File: config.mk
export PLATFORM = sky130hd
export DESIGN_NAME = arfb_sqrt
export DESIGN_NICKNAME = d
export VERILOG_FILES = /design/src/hdl/arfb_pkg.sv /design/src/hdl/arfb_sqrt.sv
export SDC_FILE = /design/constraint.sdc
export NUM_CORES = 1
export LEC_CHECK = 0
export BUFFER_PORTS_ARGS = -buffer_cell sky130_fd_sc_hd__buf_2
export CAP_MARGIN = 10
export CORE_ASPECT_RATIO = 1.25
export CORE_UTILIZATION = 56
export CTS_CLUSTER_DIAMETER = 80
export DETAILED_ROUTE_END_ITERATION = 7
export PLACE_DENSITY = 0.78
export SKIP_LAST_GASP = 1
export SYNTH_ARGS = -nofsm -noshare
export SYNTH_HDL_FRONTEND = slang
export SYNTH_SLANG_ARGS = --single-unit
export TNS_END_PERCENT = 100
File: constraint.sdc
create_clock -name clk -period 4.9 [get_ports clk]
set_clock_uncertainty 0.05 [all_clocks]
set_input_delay 0.98 -clock clk [delete_from_list [all_inputs] [get_ports clk]]
set_output_delay 0.98 -clock clk [all_outputs]
set_load 0.03 [all_outputs]
File: src/hdl/arfb_pkg.sv
`timescale 1ns / 1ps
// ----------------------------------------------------------------------------
// arfb_pkg
// Shared constants and types for the audio ring FIFO with block RMS read-out.
// ----------------------------------------------------------------------------
package arfb_pkg;

    // Ring and block geometry (DEPTH and BLOCK are powers of two)
    localparam int DEPTH    = 4096;
    localparam int BLOCK    = 64;
    localparam int PTR_W    = $clog2(DEPTH);
    localparam int CNT_W    = (BLOCK > 1) ? $clog2(BLOCK) : 1;
    localparam int BLK_SHIFT = $clog2(BLOCK);

    // Field widths
    localparam int SAMPLE_W = 16;
    localparam int LEVEL_W  = 16;
    localparam int FILL_W   = 12;
    localparam int TOTAL_W  = 32;
    localparam int MODE_W   = 2;

    // Square of a Q1.15 sample peaks at 2^30, so 31 bits unsigned
    localparam int SQ_W     = 2 * SAMPLE_W - 1;
    localparam int ACC_W    = SQ_W + BLK_SHIFT;
    localparam int ROOT_TOP = 2 * (SAMPLE_W - 1);

    // Stream packing
    localparam int S_DATA_W = 16;
    localparam int M_DATA_W = 80;

    // Input item modes
    localparam logic [MODE_W-1:0] MODE_WRITE = 2'd0;
    localparam logic [MODE_W-1:0] MODE_READ  = 2'd1;
    localparam logic [MODE_W-1:0] MODE_QUERY = 2'd2;

    typedef enum logic [2:0] {
        ST_IDLE,
        ST_SUM_RD,
        ST_SUM_WAIT,
        ST_ROOT_START,
        ST_ROOT_WAIT,
        ST_OUT_RD,
        ST_OUT_LOAD,
        ST_OUT_HOLD
    } state_t;

    typedef enum logic [1:0] {
        KIND_BLOCK,
        KIND_UNDER,
        KIND_QUERY
    } kind_t;

endpackage

File: src/hdl/arfb_sqrt.sv
`timescale 1ns / 1ps
// ----------------------------------------------------------------------------
// arfb_sqrt
// Iterative integer square root, stepping over the radicand two bits at a time.
// ----------------------------------------------------------------------------
module arfb_sqrt (
    input  logic                           clk,
    input  logic                           rst_n,
    input  logic                           start,
    input  logic [arfb_pkg::SQ_W-1:0]      radicand,
    output logic                           done,
    output logic [arfb_pkg::LEVEL_W-1:0]   root
);
    import arfb_pkg::*;

    logic [SQ_W-1:0] x_reg;
    logic [SQ_W-1:0] res_reg;
    logic [SQ_W-1:0] bit_reg;
    logic            busy_reg;
    logic            done_reg;
    logic [SQ_W:0]   trial;
    logic            take;

    assign trial = {1'b0, res_reg} + {1'b0, bit_reg};
    assign take  = ({1'b0, x_reg} >= trial);

    // Control: run until the trial bit shifts out
    always_ff @(posedge clk or negedge rst_n)
    begin
        if (!rst_n)
        begin
            busy_reg <= 1'b0;
            done_reg <= 1'b0;
        end
        else
        begin
            done_reg <= 1'b0;
            if (start)
            begin
                busy_reg <= 1'b1;
            end
            else if (busy_reg && (bit_reg[1:0] != 2'b00))
            begin
                busy_reg <= 1'b0;
                done_reg <= 1'b1;
            end
        end
    end

    // Datapath: one compare-and-subtract step per cycle
    always_ff @(posedge clk)
    begin
        if (start)
        begin
            x_reg   <= radicand;
            res_reg <= '0;
            bit_reg <= SQ_W'(1) << ROOT_TOP;
        end
        else if (busy_reg)
        begin
            if (take)
            begin
                x_reg   <= x_reg - trial[SQ_W-1:0];
                res_reg <= (res_reg >> 1) + bit_reg;
            end
            else
            begin
                res_reg <= res_reg >> 1;
            end
            bit_reg <= bit_reg >> 2;
        end
    end

    assign done = done_reg;
    assign root = res_reg[LEVEL_W-1:0];

endmodule
==> run_results.csv, run 1 <==
group,metric,value,unit
clock_network,clk_pin_slew_worst_paths,0.07,ns
timing,hold_viol,0,
synth,synth_edf_count,31,
worst_setup_path,cp-start-kind,"flop",
synth,ys_ff_latch,80,
worst_setup_path,worstPathArrival,4.84,ns
drt,num_vias,6548,
timing,tightest_slew,0.842,ns
worst_setup_path,cp_cell_sequence,"ha_2 > ha_2 > a21oi_2 > o21ai_1 > a31o_2 > a31o_2 > a31oi_4 > nor2_1 > o21ai_0 > xor2_1 > ha_1 > and4_1 > nor3b_2 > buf_4 > nand2_1 > o31ai_4 > or3_4 > a221o_1 > a31oi_1 > xor2_1 > o21ai_0",
synth,synth_ff_type,"dfxtp_1",
placed_design,gp_congestion,0.950,
layout,multi_input_area,4700,um^2
worst_setup_path,worstPathRequired,4.91,ns
worst_setup_path,worst_setup_path_end_kind,"flop",
grt,grt_pass1_vias,6190,
drt,drt_iter0_markers,457,
layout,finalInstanceArea,7780,um^2
drt,drtAntennaViolNets,0,
drt,drcViolationCount,0,
placed_design,place_area,7250,um^2
timing,hold_ws,0.375,ns
floorplanning,die-area,12800,um^2
worst_setup_path,cp_slowest_stage_delay,0.37,ns
synth,syn_area_per_cell,8.28,um^2
drt,routed_wl,18400,um
grt,grt_max_degree,86,
synth,yosysMostFrequentCell,"nor2_1",
synth,syn_area,6890,um^2
clock_network,cts_buffer_depth,2,
synth,ys_seq_area_frac,0.279,
worst_setup_path,cp_num_buf_inv,1,
clock_network,htree_levels,3,
worst_setup_path,worstSetupPathType,"reg2reg",
synth,synth.largest_area_cell,"dfxtp_1",
power_and_ir_drop,p_total,4.56,mW
synth,netlist.area_leader.share,0.137,
placed_design,portBuffers,50,
status,outcome,"completed",
floorplanning,die_y,126,um
grt,grt_remaining_overflow,0,
clock_network,worstSkewPairLatency,0.35,ns
synth,yosysUniqueCellTypes,70,
min_path,hold_class,"in2async",
synth,synth_area_leaders,"dfxtp_1 14%, edfxtp_1 14%, ha_1 12%, xor2_1 5.5%, nor2_1 5.0%",
floorplanning,chipWidth,101,um
power_and_ir_drop,peakVddDrop,0.220,mV
drt,avgViaCountPerCell,6.30,
timing,final-setup-viol-count,0,
power_and_ir_drop,power_density,587,nW/um^2
timing,layout_min_cycle_time,4.83,ns
synth,synthCells,832,
power_and_ir_drop,p_leak,3.28,nW
grt,antenna_found_initial,0,
synth,async_flop_share,0.0250,
synth,synth_nets,931,
timing,slew_headroom,0.439,
clock_network,clockRootBuffer,"clkbuf_16",
layout,area_growth,12.9,%
placed_design,hpwl,13000,um
worst_setup_path,slowest_stage,"or3_4",
drt,wl_per_cell,17.7,um
layout,finish.net_count,972,
timing,max_freq,207,MHz
layout,register_area,1920,um^2
floorplanning,io_pins,51,
flow_run,maxCapViolations,0,
synth,synth_commonest_cells,"92 x nor2_1, 85 x nand2_1, 64 x ha_1",
floorplanning,start_util,0.585,
layout,diodes,0,
drt,dr.pass1.iters,6,
worst_setup_path,crit_family,"compound AO/OA/AOI/OAI gates",
floorplanning,core_area,11800,um^2
grt,grt_pass1_wl,29100,um
clock_network,cts_buffers,9,
floorplanning,rows,44,
worst_setup_path,cp_max_fo,5,
grt,grt_usage,0.285,
clock_network,cts_tree,"built",
synth,synth_warnings,0,
timing,fin_crit_sh,0.985,
layout,drive_gt1_frac,0.174,
timing,slew_violations,0,
clock_network,cts_sinks,80,
layout,fillers,949,
-- worst paths after layout --
path                                   from          end  slack (ns)  cells past startpoint
worst min-delay path                  rst_n         done        0.38                      1
worst min register to register  bit_reg[30]  bit_reg[30]        0.48                      1
min in group clk                bit_reg[30]  bit_reg[30]        0.48                      1
max in group asynchronous             rst_n     busy_reg        4.30                      1
worst max register to register   res_reg[0]    x_reg[30]        0.07                     21
worst max-delay path             res_reg[0]    x_reg[30]        0.07                     21
-- area by class of cell --
| cell class | count | share of cell area |
|---|---|---|
| inverters | 20 | 0.00965 |
| clock inverters | 7 | 0.0183 |
| repair buffers | 83 | 0.0655 |
| well taps | 161 | 0.0259 |
| flip-flops and latches | 80 | 0.247 |
| multi-input cells | 679 | 0.604 |
| clock buffers | 9 | 0.0290 |
-- what timing repair did --
item,CTS,global route
cloned,1,1
setup endpoints to repair,64,69
gates resized for setup,13,18
pin swaps,1,13
buffers inserted,1,2
hold buffers,0,0
-- cell families after synthesis --
kind of cell,count (synthesis),synth area share
AND/OR/NAND/NOR,258,0.170
buffers and inverters,74,0.0570
flip-flops,80,0.279
multiplexers,25,0.0370
adder cells (fa/ha/maj),65,0.119
AO/OA/AOI/OAI,261,0.250
XOR/XNOR,69,0.0877
-- layout by cell type (no fill, tap or decap), drive strengths merged, types with 16 or more instances in the layout --
| cell type | netlist | routed |
|---|---|---|
| xnor2 | 26 | 26 |
| a31oi | 18 | 18 |
| a21o | 16 | 17 |
| nand2 | 86 | 86 |
| nor2 | 92 | 92 |
| xor2 | 43 | 43 |
| edfxtp | 31 | 31 |
| buf | 33 | 83 |
| mux2i | 21 | 21 |
| a21oi | 55 | 55 |
| o21ai | 65 | 65 |
| dfxtp | 47 | 47 |
| ha | 64 | 64 |
| a211oi | 17 | 17 |
| inv | 19 | 20 |
| o31ai | 16 | 16 |
| nand3 | 25 | 25 |
-- stage by stage --
step                TNS, ns  std cells  setup slack (ns)   util
detailed placement    -6.45       1018            -0.150  0.616
global placement          0       1018            0.0124  0.616
CTS                       0       1036            0.0209  0.652
finish                    0       1039            0.0743  0.660
floorplan                 0        832             0.125      -
global route         -0.181       1039           -0.0973  0.660
-- layer usage --
layer | up-vias | part of all wire | track usage
met3 | 66 | 0.057 | 0.0405
met4 | 0 | 0.030 | 0.129
met2 | 258 | 0.50 | 0.498
met5 | - | 0 | 0
li1 | 3151 | - | -
met1 | 3073 | 0.42 | 0.342
-- report_power, final --
part	internal, mW	switching [mW]	leakage [nW]
clock	0.552	0.299	0.180
sequential	0.958	0.116	0.723
combinational	1.10	1.54	2.38
(Power assumes the default switching activity.)
==> run 2, diff against run 1 <==
--- a/config.mk
+++ b/config.mk
@@ -11,6 +11,7 @@
 export CORE_UTILIZATION = 56
 export CTS_CLUSTER_DIAMETER = 80
 export DETAILED_ROUTE_END_ITERATION = 7
+export GPL_TIMING_DRIVEN = 0
 export PLACE_DENSITY = 0.78
 export SKIP_LAST_GASP = 1
 export SYNTH_ARGS = -nofsm -noshare
==> run 2 against run 1 <==
Net effect: total power is 0.46% lower; combinational power is 7% higher; non-clock buffer count is 33 higher; clock-buffer cell count is 1 higher; final area is 3.0% higher; global-route usage is 3.5 points higher; final cell count is 3.4% higher; sequential share of layout area is 0.62 points lower; die area stayed put.
==> run_results.csv, run 2 (same netlist as run 1, synthesis figures left out) <==
group,metric,value,unit
placed_design,place_area,7350,um^2
floorplanning,start_util,0.585,
power_and_ir_drop,pwr-share-seq,0.239,
power_and_ir_drop,net-switching-power,2.02,mW
drt,dr.pass1.iters,5,
worst_setup_path,worstPathArrival,4.84,ns
placed_design,dp.cells,1043,
clock_network,cts_buffer_depth,2,
drt,drt_iter0_markers,440,
drt,wl_per_cell,19.1,um
layout,finish.net_count,1007,
worst_setup_path,worst_setup_path_end_kind,"flop",
timing,layout_min_cycle_time,4.81,ns
layout,diodes,0,
layout,drive_gt1_frac,0.188,
drt,drtAntennaViolNets,0,
layout,fillers,1023,
placed_design,portBuffers,50,
drt,num_vias,6623,
worst_setup_path,worstPathRequired,4.94,ns
placed_design,gp_congestion,0.949,
timing,slew_violations,0,
timing,setup_slack,0.0913,ns
layout,final_core_util,0.680,
timing,fin_tns_setup,0,ns
drt,avgViaCountPerCell,6.17,
status,outcome,"completed",
layout,area_growth,16.3,%
clock_network,clockRootBuffer,"clkbuf_16",
clock_network,cts_buffers,9,
placed_design,dp_worst_setup_slack,-0.970,ns
layout,register_area,1930,um^2
timing,slew_headroom,0.266,
worst_setup_path,cp_max_fo,13,
flow_run,maxCapViolations,0,
floorplanning,rows,44,
power_and_ir_drop,p_leak,3.35,nW
layout,finalInstanceArea,8010,um^2
timing,fin_crit_sh,0.981,
power_and_ir_drop,pwr-share-comb,0.622,
layout,final_common_cell,"nor2_1",
drt,routed_wl,20500,um
worst_setup_path,cp-start-kind,"flop",
worst_setup_path,worstSetupPathType,"reg2reg",
layout,final_cell_mix,"92 x nor2_1, 84 x nand2_1, 58 x ha_1, 53 x a21oi_1, 52 x buf_2",
timing,tightest_slew,1.10,ns
placed_design,hpwl,14300,um
grt,grt_usage,0.320,
floorplanning,chipWidth,101,um
timing,max_freq,208,MHz
clock_network,cts_tree,"built",
timing,hold_viol,0,
grt,antenna_found_initial,0,
clock_network,cts_sinks,80,
floorplanning,die-area,12800,um^2
power_and_ir_drop,clockPowerShare,0.139,
power_and_ir_drop,peakVddDrop,0.257,mV
grt,grt_max_degree,14,
layout,multi_input_area,4840,um^2
power_and_ir_drop,power_density,567,nW/um^2
grt,grt_pass1_wl,31300,um
layout,finalNonFillerCells,1074,
floorplanning,core_area,11800,um^2
clock_network,worstSkewPairLatency,0.35,ns
min_path,hold_class,"in2async",
floorplanning,io_pins,51,
grt,grt_remaining_overflow,0,
clock_network,htree_levels,3,
clock_network,postCtsHoldBufs,0,
power_and_ir_drop,p_int,2.52,mW
floorplanning,die_y,126,um
timing,final-setup-viol-count,0,
drt,drcViolationCount,0,
power_and_ir_drop,sw_frac_of_total,0.445,
grt,grt_pass1_vias,6183,
clock_network,clk_pin_slew_worst_paths,0.06,ns
run 2: worst paths after layout:
kind / start / to / slack (ns) / cells after the start
worst min register to register: bit_reg[30] / bit_reg[30] / 0.47 / 1
min in group clk: bit_reg[30] / bit_reg[30] / 0.47 / 1
worst max-delay path: bit_reg[0] / x_reg[22] / 0.09 / 23
worst min-delay path: rst_n / busy_reg / 0.36 / 1
worst max register to register: bit_reg[0] / x_reg[22] / 0.09 / 23
max in group asynchronous: rst_n / done / 4.35 / 1
run 2: cell type report:
cell class              instances  area share
flip-flops and latches         80       0.241
repair buffers                 63      0.0455
well taps                     161      0.0251
clock buffers                  10      0.0286
multi-input cells             681       0.604
clock inverters                 6     0.00453
plain buffers                  53      0.0417
inverters                      20     0.00937
run 2: repair_timing:
item,4_1_cts,5_1_grt
resized for setup,29,29
setup endpoints to repair,67,68
buffers inserted,9,4
gates cloned,3,0
pin swaps,14,25
run 2: metal layers:
layer  vias to the layer above  track usage  part of all wire
met2                       265        0.532              0.48
met3                        56       0.0438             0.066
li1                       3207            -                 -
met5                         -            0                 0
met1                      3095        0.409              0.42
met4                         0        0.143             0.035
run 2: power groups by stage:
stage / Combinational, mW / Sequential [mW] / Clock, mW
detailed placement: 2.43 / 1.08 / 0
global route: 3.08 / 1.10 / 0.656
finish: 2.83 / 1.08 / 0.631
CTS: 2.66 / 1.07 / 0.630
floorplan: 1.93 / 1.04 / 0
global placement: 2.39 / 1.08 / 0
run 2: critical path, stage by stage, from the launching register on:
cell       delay (ns)
dfxtp_4          0.36
ha_4             0.17
ha_4             0.17
a21oi_4          0.14
o21ai_2          0.07
a31o_2           0.26
a31o_4           0.24
a31oi_4          0.25
o31ai_4          0.12
o211a_1          0.23
o21ai_2          0.17
xor2_2           0.21
ha_4             0.25
buf_12           0.13
a21oi_4          0.12
o211a_1          0.17
o2bb2ai_1        0.11
a311o_1          0.31
o21ai_2          0.19
o21ai_2          0.10
and2_1           0.15
buf_6            0.12
buf_12           0.15
a21o_4           0.27
run 2: through the flow:
stage                     hold slack [ns]  power [mW]
after detailed placement            0.461        3.51
final                               0.357        4.54
after global routing                0.358        4.84
after floorplan                     0.408        2.97
after CTS                           0.359        4.36
after global placement              0.453        3.47
