`config.mk`:
```
export PLATFORM = sky130hd
export DESIGN_NAME = arfb_mac
export DESIGN_NICKNAME = d
export VERILOG_FILES = /design/src/hdl/arfb_pkg.sv /design/src/hdl/arfb_mac.sv
export SDC_FILE = /design/constraint.sdc
export NUM_CORES = 1
export LEC_CHECK = 0
export ABC_AREA = 1
export ABC_CLOCK_PERIOD_IN_PS = 2900
export CORE_ASPECT_RATIO = 1.1
export CORE_MARGIN = 3
export CORE_UTILIZATION = 35
export DETAILED_ROUTE_END_ITERATION = 16
export DONT_BUFFER_PORTS = 1
export PLACE_DENSITY = 0.6
export SLEW_MARGIN = 10
export SYNTH_ARGS = -nofsm -noshare
export SYNTH_HDL_FRONTEND = slang
export SYNTH_SLANG_ARGS = --single-unit
```
`constraint.sdc`:
```
create_clock -name clk -period 2.9 [get_ports clk]
set_input_delay 0.435 -clock clk [delete_from_list [all_inputs] [get_ports clk]]
set_output_delay 0.435 -clock clk [all_outputs]
set_load 0.01 [all_outputs]
```
`src/hdl/arfb_pkg.sv`:
```
`timescale 1ns / 1ps
// ----------------------------------------------------------------------------
// arfb_pkg
// Shared constants and types for the audio ring FIFO with block RMS read-out.
// ----------------------------------------------------------------------------
package arfb_pkg;

    // Ring and block geometry (DEPTH and BLOCK are powers of two)
    localparam int DEPTH    = 4096;
    localparam int BLOCK    = 64;
    localparam int PTR_W    = $clog2(DEPTH);
    localparam int CNT_W    = (BLOCK > 1) ? $clog2(BLOCK) : 1;
    localparam int BLK_SHIFT = $clog2(BLOCK);

    // Field widths
    localparam int SAMPLE_W = 16;
    localparam int LEVEL_W  = 16;
    localparam int FILL_W   = 12;
    localparam int TOTAL_W  = 32;
    localparam int MODE_W   = 2;

    // Square of a Q1.15 sample peaks at 2^30, so 31 bits unsigned
    localparam int SQ_W     = 2 * SAMPLE_W - 1;
    localparam int ACC_W    = SQ_W + BLK_SHIFT;
    localparam int ROOT_TOP = 2 * (SAMPLE_W - 1);

    // Stream packing
    localparam int S_DATA_W = 16;
    localparam int M_DATA_W = 80;

    // Input item modes
    localparam logic [MODE_W-1:0] MODE_WRITE = 2'd0;
    localparam logic [MODE_W-1:0] MODE_READ  = 2'd1;
    localparam logic [MODE_W-1:0] MODE_QUERY = 2'd2;

    typedef enum logic [2:0] {
        ST_IDLE,
        ST_SUM_RD,
        ST_SUM_WAIT,
        ST_ROOT_START,
        ST_ROOT_WAIT,
        ST_OUT_RD,
        ST_OUT_LOAD,
        ST_OUT_HOLD
    } state_t;

    typedef enum logic [1:0] {
        KIND_BLOCK,
        KIND_UNDER,
        KIND_QUERY
    } kind_t;

endpackage

```
`src/hdl/arfb_mac.sv`:
```
`timescale 1ns / 1ps
// ----------------------------------------------------------------------------
// arfb_mac
// Square-and-accumulate unit: one registered 16x16 square per cycle, summed.
// ----------------------------------------------------------------------------
module arfb_mac (
    input  logic                                 clk,
    input  logic                                 rst_n,
    input  logic                                 clear,
    input  logic                                 in_valid,
    input  logic signed [arfb_pkg::SAMPLE_W-1:0] in_sample,
    output logic                                 busy,
    output logic [arfb_pkg::ACC_W-1:0]           acc
);
    import arfb_pkg::*;

    logic signed [2*SAMPLE_W-1:0] prod_full;
    logic [SQ_W-1:0]              prod_reg;
    logic                         prod_vld_reg;
    logic [ACC_W-1:0]             acc_reg;
    logic [ACC_W-1:0]             acc_next;

    assign prod_full = in_sample * in_sample;
    assign acc_next  = acc_reg + {{(ACC_W - SQ_W){1'b0}}, prod_reg};

    // Register the square, then add it in
    always_ff @(posedge clk or negedge rst_n)
    begin
        if (!rst_n)
        begin
            prod_vld_reg <= 1'b0;
            acc_reg      <= '0;
        end
        else
        begin
            prod_vld_reg <= in_valid;
            if (clear)
            begin
                acc_reg <= '0;
            end
            else if (prod_vld_reg)
            begin
                acc_reg <= acc_next;
            end
        end
    end

    always_ff @(posedge clk)
    begin
        prod_reg <= prod_full[SQ_W-1:0];
    end

    assign busy = prod_vld_reg;
    assign acc  = acc_reg;

endmodule

```
==> metrics, run 1 <==
CTS tree built; final hold slack around 0.12 ns; CTS root buffer clkbuf_16; Post-DP Area roughly 16000 um^2; top_reg_cell synth dfrtp_1; RSZ-0062 raised after global routing yes; busiest grt layer met2; share of layout cells above drive strength 1 about a quarter; RR Endpoint acc[22]; Reg2Reg Setup Slack between 0.8 and 0.9 ns; met2 global-route usage 35.1%; antenna-violating nets left 0; number of max-cap violations 0; r2r worst-path depth 9; Mean Syn Cell Area between 7 and 8 um^2; final hold viol count 0; post-synth top area share 34.2%; commonest non-fill, non-tap cell in the layout inv_1; hold endpoint prod_reg[0]; CP required between 3 and 4 ns; Placement Rows 75; fmax 0.211 GHz; Max Slew Vio Count 0; Critical Path Source Type input port; Post-synth EDFFs 0; top post-synthesis cells by area fa_1 (34%), inv_1 (14%), nand2_1 (14%); clk_skew 0.0104 ns; All-Layer GR Usage between 10% and 20%; final worst slack -1.84 ns; drt wl/cell 14.6 um; cell taking the most area after synthesis fa_1; DRC Markers 0; Post-Layout Cell Count roughly 2500; DR iter-0 viols between 400 and 500; syn nets around 2200; CP max FO 24; initial antenna violation count 0; Area Growth Syn to Fin 26.6%; Total Wirelength about 36000 um; # nets final between 2000 and 2500; Die Height 213 um; most numerous cell on the critical path fa_1; DP HPWL just over 30000 um; r2r startpoint acc[18]; H-tree depth 3; pin count of the biggest net entering global routing 39; CP Class in -> reg; Clock transition at path regs roughly 0.05 ns; Largest register FFs 37; met1 GRT Util about 22%; run status finished, violations left; vias in the first global route roughly 12000; Hold Crit Class in -> reg; CP max-delay cell fa_2; Vias/cell between 4 and 5; GRT Residual Overflow 0; Async SR Flop Fraction 55.9%; CP cell instances clkinvlp_4 > nor2_2 > fa_1 > fa_1 > fa_2 > fa_2 > fa_1 > fa_1 > ha_4 > a21oi_4 > nor2_2 > nor2_2 > nor2_1 > nor2_1 > nand3_2 > xor2_1; placer's final routability congestion estimate around 0.9; die area ~41000 um^2; CTS sink count 68; antenna fix cells 0; placed insts ~2400; synthesized area between 10000 and 15000 um^2; TritonRoute pass-1 iters 5; Tcrit/Tclk final 164%; failing checks negative setup slack; Slew headroom around 70%; sequential area share after synthesis between 10% and 20%; synth unique cells 38; CP startpoint in_sample[15]; first-pass GRT wire length about 62000 um; YS warnings 0; Global Route met3 Usage between 1.5 and 2%; slowest cell delay on critical path 0.61 ns; design area approximately 17000 um^2; Worst-Margin Slew approximately 0.43 ns; Buffers on Ports 0; # setup viols final 25; Clock Latency Late Sink about 0.35 ns; core area around 38000 um^2; Post-Route Utilization between 40% and 50%; Num CTS Buffers 9; Synth Instances between 1500 and 2000; DR vias between 10000 and 15000; die width 194 um; most frequent cells in the layout inv_1 (448), nand2_1 (425), fa_1 (217); Final min period between 4 and 5 ns; Hold Startpoint in_sample[0]; WHS Path Cells 0; Ports 58; clock tree buffer depth 2; Starting Density between 30% and 40%; post-synthesis register bit count 68; CP Capture Type register; crit path DAT around 5 ns
-- Yosys cell counts, types with 25 or more instances --
master / count
ha_1: 114
dfrtp_1: 38
dfxtp_1: 30
xor2_1: 25
fa_1: 233
o21ai_0: 31
a21oi_1: 62
clkbuf_1: 34
inv_1: 510
nand2_1: 500
nand3_1: 61
nor2_1: 89
-- layer usage --
layer,routed length [um],vias up
li1,-,5604
met1,15400,5604
met2,19000,160
met3,916,40
met4,624,0
met5,0,-
-- layout make-up --
cell class                      instances  area, um^2
Clock buffer                           12         256
Clock inverter                          4        23.8
Fill cell                            3758       21000
Inverter                              513        1970
Multi-Input combinational cell       1215       11600
Sequential cell                        68        1550
Tap cell                              500         626
Timing Repair Buffer                  153        1260
-- kinds of logic (layout without fill, tap and decap cells) --
| kind of cell | Yosys count | count (layout) | share of synthesized area [%] |
|---|---|---|---|
| buffers and inverters | 548 | 682 | 15.1 |
| muxes | 1 | 1 | 0.0826 |
| DFF | 68 | 68 | 11.4 |
| AOI/OAI and AO/OA | 113 | 113 | 4.56 |
| xor gates and xnor gates | 37 | 37 | 2.38 |
| and+or+nand+nor | 717 | 717 | 21.8 |
| adders and majority gates | 347 | 347 | 44.7 |
-- critical path, delay by kind of cell --
kind            cells  cell delay [ns]
fa+ha+maj           7             3.41
simple gates        6             0.66
xor+xnor            1             0.17
compound gates      1             0.16
buf+inv             1             0.13
-- worst max path at each step --
| stage | end | slack (ns) | depth (start not counted) |
|---|---|---|---|
| 2_1_floorplan | prod_reg[30] | -2.26 | 22 |
| 3_3_place_gp | prod_reg[26] | -2.39 | 18 |
| 3_5_place_dp | prod_reg[26] | -2.39 | 18 |
| 4_1_cts | prod_reg[23] | -1.81 | 22 |
| 5_1_grt | prod_reg[26] | -2.00 | 20 |
| 6_report | prod_reg[25] | -1.84 | 16 |
-- through the flow --
step	TNS (ns)	worst slack, ns
3_5_place_dp	-48.87	-2.39
6_report	-37.10	-1.84
3_3_place_gp	-48.06	-2.39
4_1_cts	-37.17	-1.81
2_1_floorplan	-46.28	-2.26
5_1_grt	-40.61	-2.00
-- timing repair --
item,in CTS,in global routing
endpoints found under the setup margin,25,25
buffers inserted,5,5
gates cloned,0,0
resized for setup,163,104
pin swaps,115,93
hold buffers,2,0
endpoints found under the hold margin,38,0
Power of run 1 is not shown: default switching activity piles up to over one toggle a cycle in this logic, so the estimate is an artifact.
==> inputs of run 2 (changes only) <==
--- a/config.mk
+++ b/config.mk
@@ -7,12 +7,12 @@
 export LEC_CHECK = 0
 export ABC_AREA = 1
 export ABC_CLOCK_PERIOD_IN_PS = 2900
+export BUFFER_PORTS_ARGS = -buffer_cell sky130_fd_sc_hd__buf_2
 export CORE_ASPECT_RATIO = 1.1
 export CORE_MARGIN = 3
 export CORE_UTILIZATION = 35
 export DETAILED_ROUTE_END_ITERATION = 16
-export DONT_BUFFER_PORTS = 1
-export PLACE_DENSITY = 0.6
+export PLACE_DENSITY = 0.61
 export SLEW_MARGIN = 10
 export SYNTH_ARGS = -nofsm -noshare
 export SYNTH_HDL_FRONTEND = slang
==> metrics, run 2 (synthesis gave the netlist of run 1 again) <==
fill cell count 3607 (was 3758); DRC Markers 0 (unchanged); antenna-violating nets left 0 (unchanged); placer's final routability congestion estimate 0.900 (was 0.908); Ports 58 (unchanged); TritonRoute pass-1 iters 4 (was 5); H-tree depth 3 (unchanged); Largest delay share family, worst path adder cells (unchanged); Area Growth Syn to Fin 37.5% (was 26.6%); final worst slack -2.07 ns (was -1.84 ns); clk_skew 0.00933 ns (was 0.0104 ns); crit path DAT 5.19 ns (was 4.97 ns); CP max FO 5 (was 24); share of layout cells above drive strength 1 30.7% (was 24.6%); Placement Rows 75 (unchanged); CP cell instances buf_8 > buf_6 > nand2_2 > inv_2 > fa_2 > fa_2 > buf_4 > fa_1 > fa_1 > inv_1 > fa_1 > fa_1 > inv_2 > ha_4 > nand2_4 > buf_6 > nor2_4 > nand2_2 > inv_2 > nand3_2 > nand4_1 > nand2_2 (was clkinvlp_4 > nor2_2 > fa_1 > fa_1 > fa_2 > fa_2 > fa_1 > fa_1 > ha_4 > a21oi_4 > nor2_2 > nor2_2 > nor2_1 > nor2_1 > nand3_2 > xor2_1); Max Slew Vio Count 0 (unchanged); clock tree buffer depth 2 (unchanged); Worst-Margin Slew 0.866 ns (was 0.427 ns); All-Layer GR Usage 18.5% (was 18.3%); DP HPWL 31400 um (was 30700 um); initial antenna violation count 0 (unchanged); CP Class in -> reg (unchanged); DR vias 11900 (was 11400); final hold viol count 0 (unchanged); number of max-cap violations 0 (unchanged); Vias/cell 4.54 (was 4.63); first-pass GRT wire length 62600 um (was 61600 um); Slew headroom 42.3% (was 71.5%); die area 41400 um^2 (unchanged); # nets final 2471 (was 2327); fmax 0.201 GHz (was 0.211 GHz); Buffers on Ports 57 (was 0); slowest cell delay on critical path 0.64 ns (was 0.61 ns); CP Capture Type register (unchanged); Hold Crit Class in -> async (was in -> reg); core area 38300 um^2 (unchanged); die width 194 um (unchanged); most frequent cells in the layout inv_1 (440), nand2_1 (420), fa_1 (215) (was inv_1 (448), nand2_1 (425), fa_1 (217)); Starting Density 35.6% (unchanged); Clock Latency Late Sink 0.34 ns (was 0.35 ns); Largest register FFs 37 (unchanged); Final min period 4.97 ns (was 4.74 ns); drt wl/cell 14.1 um (was 14.6 um); CTS sink count 68 (unchanged); DR iter-0 viols 412 (was 467); most numerous cell on the critical path fa_1 (unchanged); Tcrit/Tclk final 172% (was 164%); Post-Route Utilization 49.0% (was 45.1%); CTS root buffer clkbuf_16 (unchanged); Buffers & Inverters on Critical Path 8 (was 1); run status finished, violations left (unchanged); Critical Path Source Type input port (unchanged); RSZ-0062 raised after global routing yes (unchanged); GRT Residual Overflow 0 (unchanged); vias in the first global route 13000 (was 12500); Num CTS Buffers 9 (unchanged); Total Wirelength 36900 um (was 36000 um); Clock transition at path regs 0.05 ns (about the same); failing checks negative setup slack (unchanged); CTS tree built (unchanged); CP required 3.12 ns (was 3.13 ns); Reg2Reg Setup Slack 0.87 ns (was 0.84 ns); CP max-delay cell fa_2 (unchanged); antenna fix cells 0 (unchanged); commonest non-fill, non-tap cell in the layout inv_1 (unchanged); # setup viols final 26 (was 25); pin count of the biggest net entering global routing 39 (unchanged); Die Height 213 um (unchanged)
run 2: timing repair:
item,in CTS,in global routing
setup endpoints to repair,26,26
setup buffers,31,25
pin swaps,120,144
hold buffers,0,0
cloned,2,0
resized for setup,222,160
run 2: per-layer routing:
layer	track usage [%]	wire [um]	share of wire [%]	up-vias
met2	36.0	19700	53	155
met3	1.51	721	2.0	52
li1	-	-	-	5897
met1	22.3	15700	43	5749
met4	4.11	782	2.1	0
met5	0	0	0	-
run 2: final cells by class:
cell class | instances | area (um^2) | share of cell area, %
multi-input combinational | 1215 | 11600 | 62.1
tap | 500 | 626 | 3.34
sequential | 68 | 1550 | 8.28
timing repair buffer | 297 | 2680 | 14.3
clock buffer | 11 | 233 | 1.24
inverter | 513 | 1960 | 10.5
clock inverter | 5 | 52.6 | 0.280
run 2: path summary, 6_finish.rpt:
| path | endpoint | cells past startpoint | startpoint |
|---|---|---|---|
| setup / recovery | prod_reg[28] | 22 | in_sample[15] |
| hold / removal | acc[0] | 1 | rst_n |
| setup reg to reg | acc[18] | 11 | acc[8] |
| hold reg to reg | acc[29] | 2 | acc[29] |
| max in group asynchronous | acc[21] | 1 | rst_n |
| min in group clk | busy | 1 | in_valid |
run 2: through the flow:
step                hold WS, ns  std cells  setup slack [ns]  instance area (um^2)  TNS [ns]
global placement          0.491       2540             -2.61                 16600    -57.95
CTS                       0.195       2589             -2.12                 18000    -45.05
finish                    0.202       2609             -2.07                 18700    -44.98
floorplan                 0.139       1831             -2.26                 14600    -46.28
global route              0.200       2609             -2.26                 18700    -48.73
detailed placement        0.497       2540             -2.70                 16600    -59.12
Power of run 2 is left out for the same reason.
==> inputs of run 3 (changes only) <==
==> constraint.sdc (replaced) <==
create_clock -name clk -period 2.9 [get_ports clk]
set_input_delay 0.145 -clock clk [delete_from_list [all_inputs] [get_ports clk]]
set_output_delay 0.145 -clock clk [all_outputs]
set_load 0.01 [all_outputs]
==> metrics, run 3 (synthesis gave the netlist of run 1 again) <==
Total Wirelength 36600 um (was 36900 um); All-Layer GR Usage 18.3% (was 18.5%); CTS root buffer clkbuf_16 (unchanged); slowest cell delay on critical path 0.52 ns (was 0.64 ns); Hold Crit Class in -> reg (was in -> async); Final min period 4.65 ns (was 4.97 ns); pre-CTS setup slack -2.37 ns (was -2.70 ns); Critical Path Source Type input port (unchanged); initial antenna violation count 0 (unchanged); final hold viol count 0 (unchanged); clock tree buffer depth 2 (unchanged); Worst-Margin Slew 0.882 ns (was 0.866 ns); number of max-cap violations 0 (unchanged); Area Growth Syn to Fin 34.8% (was 37.5%); first-pass GRT wire length 62100 um (was 62600 um); Die Height 213 um (unchanged); Buffers & Inverters on Critical Path 10 (was 8); failing checks negative setup slack (unchanged); placer's final routability congestion estimate 0.933 (was 0.900); share of layout cells above drive strength 1 29.0% (was 30.7%); crit path DAT 4.87 ns (was 5.19 ns); TritonRoute pass-1 iters 5 (was 4); drt wl/cell 14.1 um (about the same); commonest non-fill, non-tap cell in the layout inv_1 (unchanged); Buffers on Ports 57 (unchanged); antenna-violating nets left 0 (unchanged); CP max-delay cell fa_1 (was fa_2); Clock Latency Late Sink 0.34 ns (about the same); fmax 0.215 GHz (was 0.201 GHz); die width 194 um (unchanged); Clock transition at path regs 0.06 ns (was 0.05 ns); most frequent cells in the layout inv_1 (439), nand2_1 (431), fa_1 (214) (was inv_1 (440), nand2_1 (420), fa_1 (215)); antenna fix cells 0 (unchanged); DP HPWL 31300 um (was 31400 um); CP max FO 7 (was 5); DR iter-0 viols 352 (was 412); # setup viols final 25 (was 26); sequential cell area 1550 um^2 (unchanged); Max Slew Vio Count 0 (unchanged); H-tree depth 3 (unchanged); core area 38300 um^2 (unchanged); vias in the first global route 13000 (about the same); Vias/cell 4.55 (was 4.54); Placement Rows 75 (unchanged); DR vias 11800 (was 11900); Num CTS Buffers 9 (unchanged); GRT Residual Overflow 0 (unchanged); final worst slack -1.75 ns (was -2.07 ns); Ports 58 (unchanged); die area 41400 um^2 (unchanged); Tcrit/Tclk final 160% (was 172%); CP cell instances buf_12 > buf_8 > clkinvlp_4 > buf_4 > nor2_2 > fa_1 > inv_1 > fa_1 > inv_1 > fa_1 > fa_1 > fa_1 > inv_1 > fa_1 > inv_2 > ha_4 > a21oi_2 > buf_4 > o21ai_1 > buf_4 > a21oi_2 > nand3_1 > nand2_1 > nand2_2 (was buf_8 > buf_6 > nand2_2 > inv_2 > fa_2 > fa_2 > buf_4 > fa_1 > fa_1 > inv_1 > fa_1 > fa_1 > inv_2 > ha_4 > nand2_4 > buf_6 > nor2_4 > nand2_2 > inv_2 > nand3_2 > nand4_1 > nand2_2); Largest register FFs 37 (unchanged); fill cell count 3753 (was 3607); Largest delay share family, worst path adder cells (unchanged); CP required 3.12 ns (about the same); CTS tree built (unchanged); CTS sink count 68 (unchanged); Starting Density 35.6% (unchanged); CP Class in -> reg (unchanged); # nets final 2452 (was 2471); CP Capture Type register (unchanged); run status finished, violations left (unchanged); area of the multi-input gates 11500 um^2 (was 11600 um^2); pin count of the biggest net entering global routing 39 (unchanged); most numerous cell on the critical path fa_1 (unchanged); DRC Markers 0 (unchanged); RSZ-0062 raised after global routing yes (unchanged); Slew headroom 41.2% (was 42.3%); clk_skew 0.00960 ns (was 0.00933 ns)
[run 3: changes by cell type in the layout (fill, tap and decap cells not counted), moves of 4 or more]
cell	before	now
buf_12	25	18
buf_4	181	163
buf_8	7	11
ha_1	79	83
inv_2	62	66
nand2_1	420	431
nand2_2	45	40
nand2_4	41	35
[run 3: worst paths after layout]
path,startpoint,to,slack [ns],cells past startpoint
worst min register to register,acc[29],acc[29],0.52,2
worst max register to register,acc[8],acc[18],0.85,11
worst max-delay path,in_sample[15],prod_reg[28],-1.75,24
worst min-delay path,clear,acc[4],0.08,2
min in group asynchronous,rst_n,acc[0],0.45,2
max in group asynchronous,rst_n,acc[23],1.87,2
[run 3: layer usage]
metal | up-vias | global-route usage, % | wire length (um) | share of wire, %
met5 | - | 0 | 0 | 0
met4 | 0 | 4.93 | 1180 | 3.2
met3 | 72 | 1.69 | 789 | 2.2
met2 | 169 | 34.7 | 19000 | 52
met1 | 5678 | 22.2 | 15600 | 43
li1 | 5855 | - | - | -
[run 3: what timing repair did]
item                                    CTS  global route
hold buffers                              2             0
hold endpoints to repair                 39             0
buffers inserted                         27            14
resized for setup                       212           146
pin swaps                               120           103
endpoints found under the setup margin   26            26
[run 3: per-stage QoR]
stage | instance area, um^2 | util (%) | setup TNS, ns | instances | hold WS (ns)
2_1_floorplan | 14500 | - | -38.99 | 1831 | -0.151
3_3_place_gp | 16400 | 43.0 | -50.13 | 2536 | 0.256
3_5_place_dp | 16400 | 43.0 | -51.12 | 2536 | 0.255
4_1_cts | 17800 | 46.4 | -37.07 | 2579 | 0.0802
5_1_grt | 18400 | 48.0 | -39.90 | 2590 | 0.0904
6_report | 18400 | 48.0 | -35.97 | 2590 | 0.0764
[run 3: layout make-up]
class | count | share of cell area [%]
tap | 500 | 3.40
clock inverter | 5 | 0.320
multi-input combinational | 1215 | 62.5
timing repair buffer | 278 | 13.3
sequential | 68 | 8.44
clock buffer | 11 | 1.38
inverter | 513 | 10.6
Power of run 3 is left out for the same reason.
